==> src/magma_pkg.sv <==
// ----------------------------------------------------------------------------
// Magma cipher package
// Shared types, S-box table, round function and subkey schedule.
// ----------------------------------------------------------------------------
`default_nettype none

package magma_pkg;

    localparam int unsigned NUM_ROUNDS = 32;
    localparam int unsigned LATENCY    = NUM_ROUNDS;
    localparam int unsigned NUM_KEYS   = 8;

    // Table 0 serves the most significant nibble.
    localparam logic [3:0] SBOX [0:7][0:15] = '{
        '{4'd1,  4'd7,  4'd14, 4'd13, 4'd0,  4'd5,  4'd8,  4'd3,
          4'd4,  4'd15, 4'd10, 4'd6,  4'd9,  4'd12, 4'd11, 4'd2},
        '{4'd8,  4'd14, 4'd2,  4'd5,  4'd6,  4'd9,  4'd1,  4'd12,
          4'd15, 4'd4,  4'd11, 4'd0,  4'd13, 4'd10, 4'd3,  4'd7},
        '{4'd5,  4'd13, 4'd15, 4'd6,  4'd9,  4'd2,  4'd12, 4'd10,
          4'd11, 4'd7,  4'd8,  4'd1,  4'd4,  4'd3,  4'd14, 4'd0},
        '{4'd7,  4'd15, 4'd5,  4'd10, 4'd8,  4'd1,  4'd6,  4'd13,
          4'd0,  4'd9,  4'd3,  4'd14, 4'd11, 4'd4,  4'd2,  4'd12},
        '{4'd12, 4'd8,  4'd2,  4'd1,  4'd13, 4'd4,  4'd15, 4'd6,
          4'd7,  4'd0,  4'd10, 4'd5,  4'd3,  4'd14, 4'd9,  4'd11},
        '{4'd11, 4'd3,  4'd5,  4'd8,  4'd2,  4'd15, 4'd10, 4'd13,
          4'd14, 4'd1,  4'd7,  4'd4,  4'd12, 4'd9,  4'd6,  4'd0},
        '{4'd6,  4'd8,  4'd2,  4'd3,  4'd9,  4'd10, 4'd5,  4'd12,
          4'd1,  4'd14, 4'd4,  4'd7,  4'd11, 4'd13, 4'd0,  4'd15},
        '{4'd12, 4'd4,  4'd6,  4'd2,  4'd10, 4'd5,  4'd11, 4'd9,
          4'd14, 4'd8,  4'd13, 4'd7,  4'd0,  4'd3,  4'd15, 4'd1}
    };

    typedef struct packed {
        logic valid;
        logic decrypt;
    } ctrl_t;

    // Key addition, nibble substitution and rotate left by 11.
    function automatic logic [31:0] round_fn(input logic [31:0] half,
                                             input logic [31:0] subkey);
        logic [31:0] s;
        logic [31:0] t;
        s = half + subkey;
        for (int n = 0; n < 8; n++)
        begin
            t[4*n +: 4] = SBOX[7-n][s[4*n +: 4]];
        end
        return {t[20:0], t[31:21]};
    endfunction

    function automatic logic [2:0] enc_sel(input int unsigned r);
        return (r < 24) ? r[2:0] : 3'(31 - r);
    endfunction

    function automatic logic [2:0] dec_sel(input int unsigned r);
        return (r < 8) ? r[2:0] : 3'(7 - (r % 8));
    endfunction

endpackage

`default_nettype wire

==> src/magma_round.sv <==
// ----------------------------------------------------------------------------
// Magma round stage
// One Feistel round followed by the stage register.
// ----------------------------------------------------------------------------
`default_nettype none

module magma_round (
    input  wire logic              clk,
    input  wire logic              rst_n,
    input  wire magma_pkg::ctrl_t  ctrl_in,
    input  wire logic [31:0]       left_in,
    input  wire logic [31:0]       right_in,
    input  wire logic [31:0]       subkey,
    output magma_pkg::ctrl_t       ctrl_out,
    output logic [31:0]            left_out,
    output logic [31:0]            right_out
);

    magma_pkg::ctrl_t ctrl_reg;
    logic [31:0]      left_reg;
    logic [31:0]      right_reg;
    logic [31:0]      right_next;

    assign right_next = left_in ^ magma_pkg::round_fn(right_in, subkey);

    always_ff @(posedge clk or negedge rst_n)
    begin
        if (!rst_n)
        begin
            ctrl_reg <= '0;
        end
        else
        begin
            ctrl_reg <= ctrl_in;
        end
    end

    // Data only moves with a valid transfer; it needs no reset.
    always_ff @(posedge clk)
    begin
        if (ctrl_in.valid)
        begin
            left_reg  <= right_in;
            right_reg <= right_next;
        end
    end

    assign ctrl_out  = ctrl_reg;
    assign left_out  = left_reg;
    assign right_out = right_reg;

endmodule

`default_nettype wire

==> config.mk <==
export PLATFORM = sky130hd
export DESIGN_NAME = magma_round
export DESIGN_NICKNAME = d
export VERILOG_FILES = /design/src/magma_pkg.sv /design/src/magma_round.sv
export SDC_FILE = /design/constraint.sdc
export NUM_CORES = 1
export LEC_CHECK = 0
export BUFFER_PORTS_ARGS = -buffer_cell sky130_fd_sc_hd__buf_2
export CORE_MARGIN = 1.5
export CORE_UTILIZATION = 48
export CTS_CLUSTER_DIAMETER = 50
export DETAILED_ROUTE_END_ITERATION = 10
export PLACE_DENSITY = 0.74
export SYNTH_ARGS = -nofsm -noshare
export SYNTH_HDL_FRONTEND = slang
export SYNTH_SLANG_ARGS = --single-unit
==> constraint.sdc <==
create_clock -name clk -period 0.8 [get_ports clk]
set_input_delay 0.04 -clock clk [delete_from_list [all_inputs] [get_ports clk]]
set_output_delay 0.04 -clock clk [all_outputs]
set_load 0.02 [all_outputs]
==> results.json <==
{
  "netlist_area_sq_um": 5550,
  "placed_area_sq_um": 7878,
  "place_ws_ns": -2.309,
  "intPower_uw": 13280,
  "cts-root-buf": "clkbuf_16",
  "routed_wl_um": 25470,
  "synth.avg_cell_area_sq_um": 10.71,
  "tightest_slew_ns": 0.5892,
  "numCtsBuffers": 9,
  "grt_max_degree": 41,
  "cts_tree": "done",
  "critPathCapture": "right_out[2]",
  "dp.cells": 956,
  "synth_edf_count": 64,
  "vias": 6493,
  "slew_headroom": 0.6072,
  "setup_slack_ns": -2.292,
  "clock_sinks": 66,
  "area_delta_synth_final_pct": 79.17,
  "drc": 0,
  "antenna_found_initial": 3,
  "peakVddDrop_mv": 1.893,
  "dpl.hpwl_um": 11920,
  "rsz0062_at_grt": "true",
  "multi_input_area_sq_um": 4405,
  "slowest_stage": "mux4_2",
  "core_area_sq_um": 11370,
  "drv_slew": 0,
  "track_usage": 0.3311,
  "setup_tns_ns": -68.85,
  "drt_iter0_markers": 649,
  "path_class": "in2reg",
  "initial_core_util": 0.4882,
  "post-route-period-util": 3.865,
  "drive_above_1_share": 0.5854,
  "path_cells": "buf_8 > ha_4 > inv_2 > fa_2 > nand2b_4 > a211oi_4 > o2111ai_2 > nand2_2 > a21oi_4 > o21ai_2 > xnor2_2 > ha_1 > mux4_2 > xnor2_1",
  "rows": 39,
  "power_frac_seq": 0.230,
  "power_switching_uw": 8156,
  "grt_overflow": 0,
  "power_per_cell_area_nw_per_um2": 2155,
  "worst-path-buf-inv": 2,
  "p_leak_uw": 0.004383,
  "wl_per_cell_um": 24.18,
  "setup_viol": 98,
  "place_congestion": 0.8633,
  "nets": 1071,
  "yosys_warnings": 0,
  "synth_top_flop_cell": "edfxtp_1",
  "pwr-share-clk": 0.201,
  "synth_cell_types": 62,
  "die_h_um": 110.5,
  "cts_buffer_depth": 2,
  "p_sw_frac": 0.3805,
  "p_comb_frac": 0.570,
  "die_area_sq_um": 12220,
  "ys_seq_elements": 66,
  "final_cell_mix": "buf_4 (147), buf_2 (134), edfxtp_1 (64)",
  "whs_ns": -0.002916,
  "avgViaCountPerCell": 6.166,
  "violations": "negative hold slack, negative setup slack",
  "async_flop_share": 0.03030,
  "cp-end-kind": "flop",
  "postRouteAntennaNets": 0,
  "register_area_sq_um": 1972,
  "status": "complete, but fails checks",
  "crit_family": "compound AO/OA/AOI/OAI gates",
  "required_ns": 0.90,
  "netlist_instances": 518,
  "syn-num-nets": 687,
  "finalCriticalPeriod_ns": 3.092,
  "hold_path.class": "in2reg",
  "drt-pass1-iter-count": 5,
  "instances_no_fill": 1053,
  "worst_setup_path_start_kind": "primary input",
  "grt_first_pass_wirelength_um": 32110,
  "pin_count": 166,
  "maxCapViolCount": 0,
  "path_clk_slew_ns": 0.06,
  "cp-startpoint": "right_in[0]",
  "htreeDepth": 3,
  "crit_path_max_fanout": 4,
  "io_buffer_count": 165,
  "die_x_um": 110.5,
  "grt_pass1_vias": 6407,
  "ys_seq_area_frac": 0.3553,
  "layout_commonest_cell": "buf_4",
  "num-fill-cells": 464,
  "finalInstanceArea_sq_um": 9945,
  "slowest_delay_ns": 0.50,
  "fmax_ghz": 0.3234,
  "critPathArrivalTime_ns": 3.19,
  "hold_viol_final": 1,
  "path_depth": 14
}
worst min-delay path by stage:
stage                      from       endpoint  slack (ns)  cells after the start
finish              left_in[13]  right_out[13]      -0.003                      2
floorplan                 rst_n    ctrl_out[0]       -0.26                      0
global placement          rst_n    ctrl_out[0]       -0.18                      1
detailed placement        rst_n    ctrl_out[1]       -0.17                      1
CTS                       rst_n    ctrl_out[1]       0.001                      2
global route        left_in[16]  right_out[16]       0.001                      2
registers in the layout (all words and copies together), names as in the netlist:
signal     flops
left_out      32
right_out     32
ctrl_out       2
stage by stage:
step	utilization	hold WS, ns	power (uW)
6_report	0.8747	-0.002916	21430
5_1_grt	0.8747	0.001028	22110
4_1_cts	0.8263	0.001269	19300
3_5_place_dp	0.6929	-0.1741	13590
3_3_place_gp	0.6929	-0.1759	13100
2_1_floorplan	-	-0.2556	10360
cell type report:
class | instances | area share
Sequential cell | 66 | 0.1983
Clock inverter | 6 | 0.008178
Inverter | 34 | 0.01334
Antenna cell | 3 | 0.0007549
Timing Repair Buffer | 386 | 0.2954
Multi-Input combinational cell | 405 | 0.4430
Clock buffer | 10 | 0.02302
Tap cell | 143 | 0.01799
power by group through the flow:
stage	registers (uW)	logic [uW]	clock network [uW]
2_1_floorplan	5790	4570	0
3_3_place_gp	4900	8200	0
3_5_place_dp	4920	8670	0
4_1_cts	4870	10200	4270
5_1_grt	4990	12700	4410
6_report	4920	12200	4300
synth_stat cells (7+ instances only):
library cell,instances,area [sq um]
ha_1,68,850.8
edfxtp_1,64,1922
xnor2_1,36,315.3
inv_1,34,127.6
a21oi_1,33,165.2
nand2_1,31,116.4
nor2_1,28,105.1
xor2_1,24,210.2
mux2i_1,17,170.2
nand3_1,17,85.08
a21o_1,14,105.1
mux4_2,10,225.2
and2_1,9,56.30
nor3_1,8,40.04
o21ai_0,8,40.04
a211oi_1,7,52.55
and3_1,7,43.79
clkbuf_1,7,26.28
o211ai_1,7,52.55
repair_timing:
item                                    in CTS  in global routing
gates resized for setup                    122                 98
pin swaps                                   57                 45
endpoints found under the setup margin      98                 98
hold buffers                                46                  0
hold endpoints to repair                    47                  0
cloned                                       1                  0
setup buffers                               21                 13
cells by family after synthesis:
group,after synthesis,share of synthesized area
AOI/OAI and AO/OA,124,0.1625
and+or+nand+nor,117,0.1030
adders and majority gates,69,0.1569
DFF,66,0.3553
xor gates and xnor gates,64,0.1064
buffers and inverters,47,0.03314
muxes,31,0.08273
layer usage:
metal / routed length (um) / GRT usage / vias up
li1: - / - / 2688
met1: 8611 / 0.3497 / 3019
met2: 12250 / 0.6111 / 564
met3: 2216 / 0.05269 / 222
met4: 2384 / 0.2060 / 0
met5: 0 / 0 / -
(Power assumes the default switching activity.)
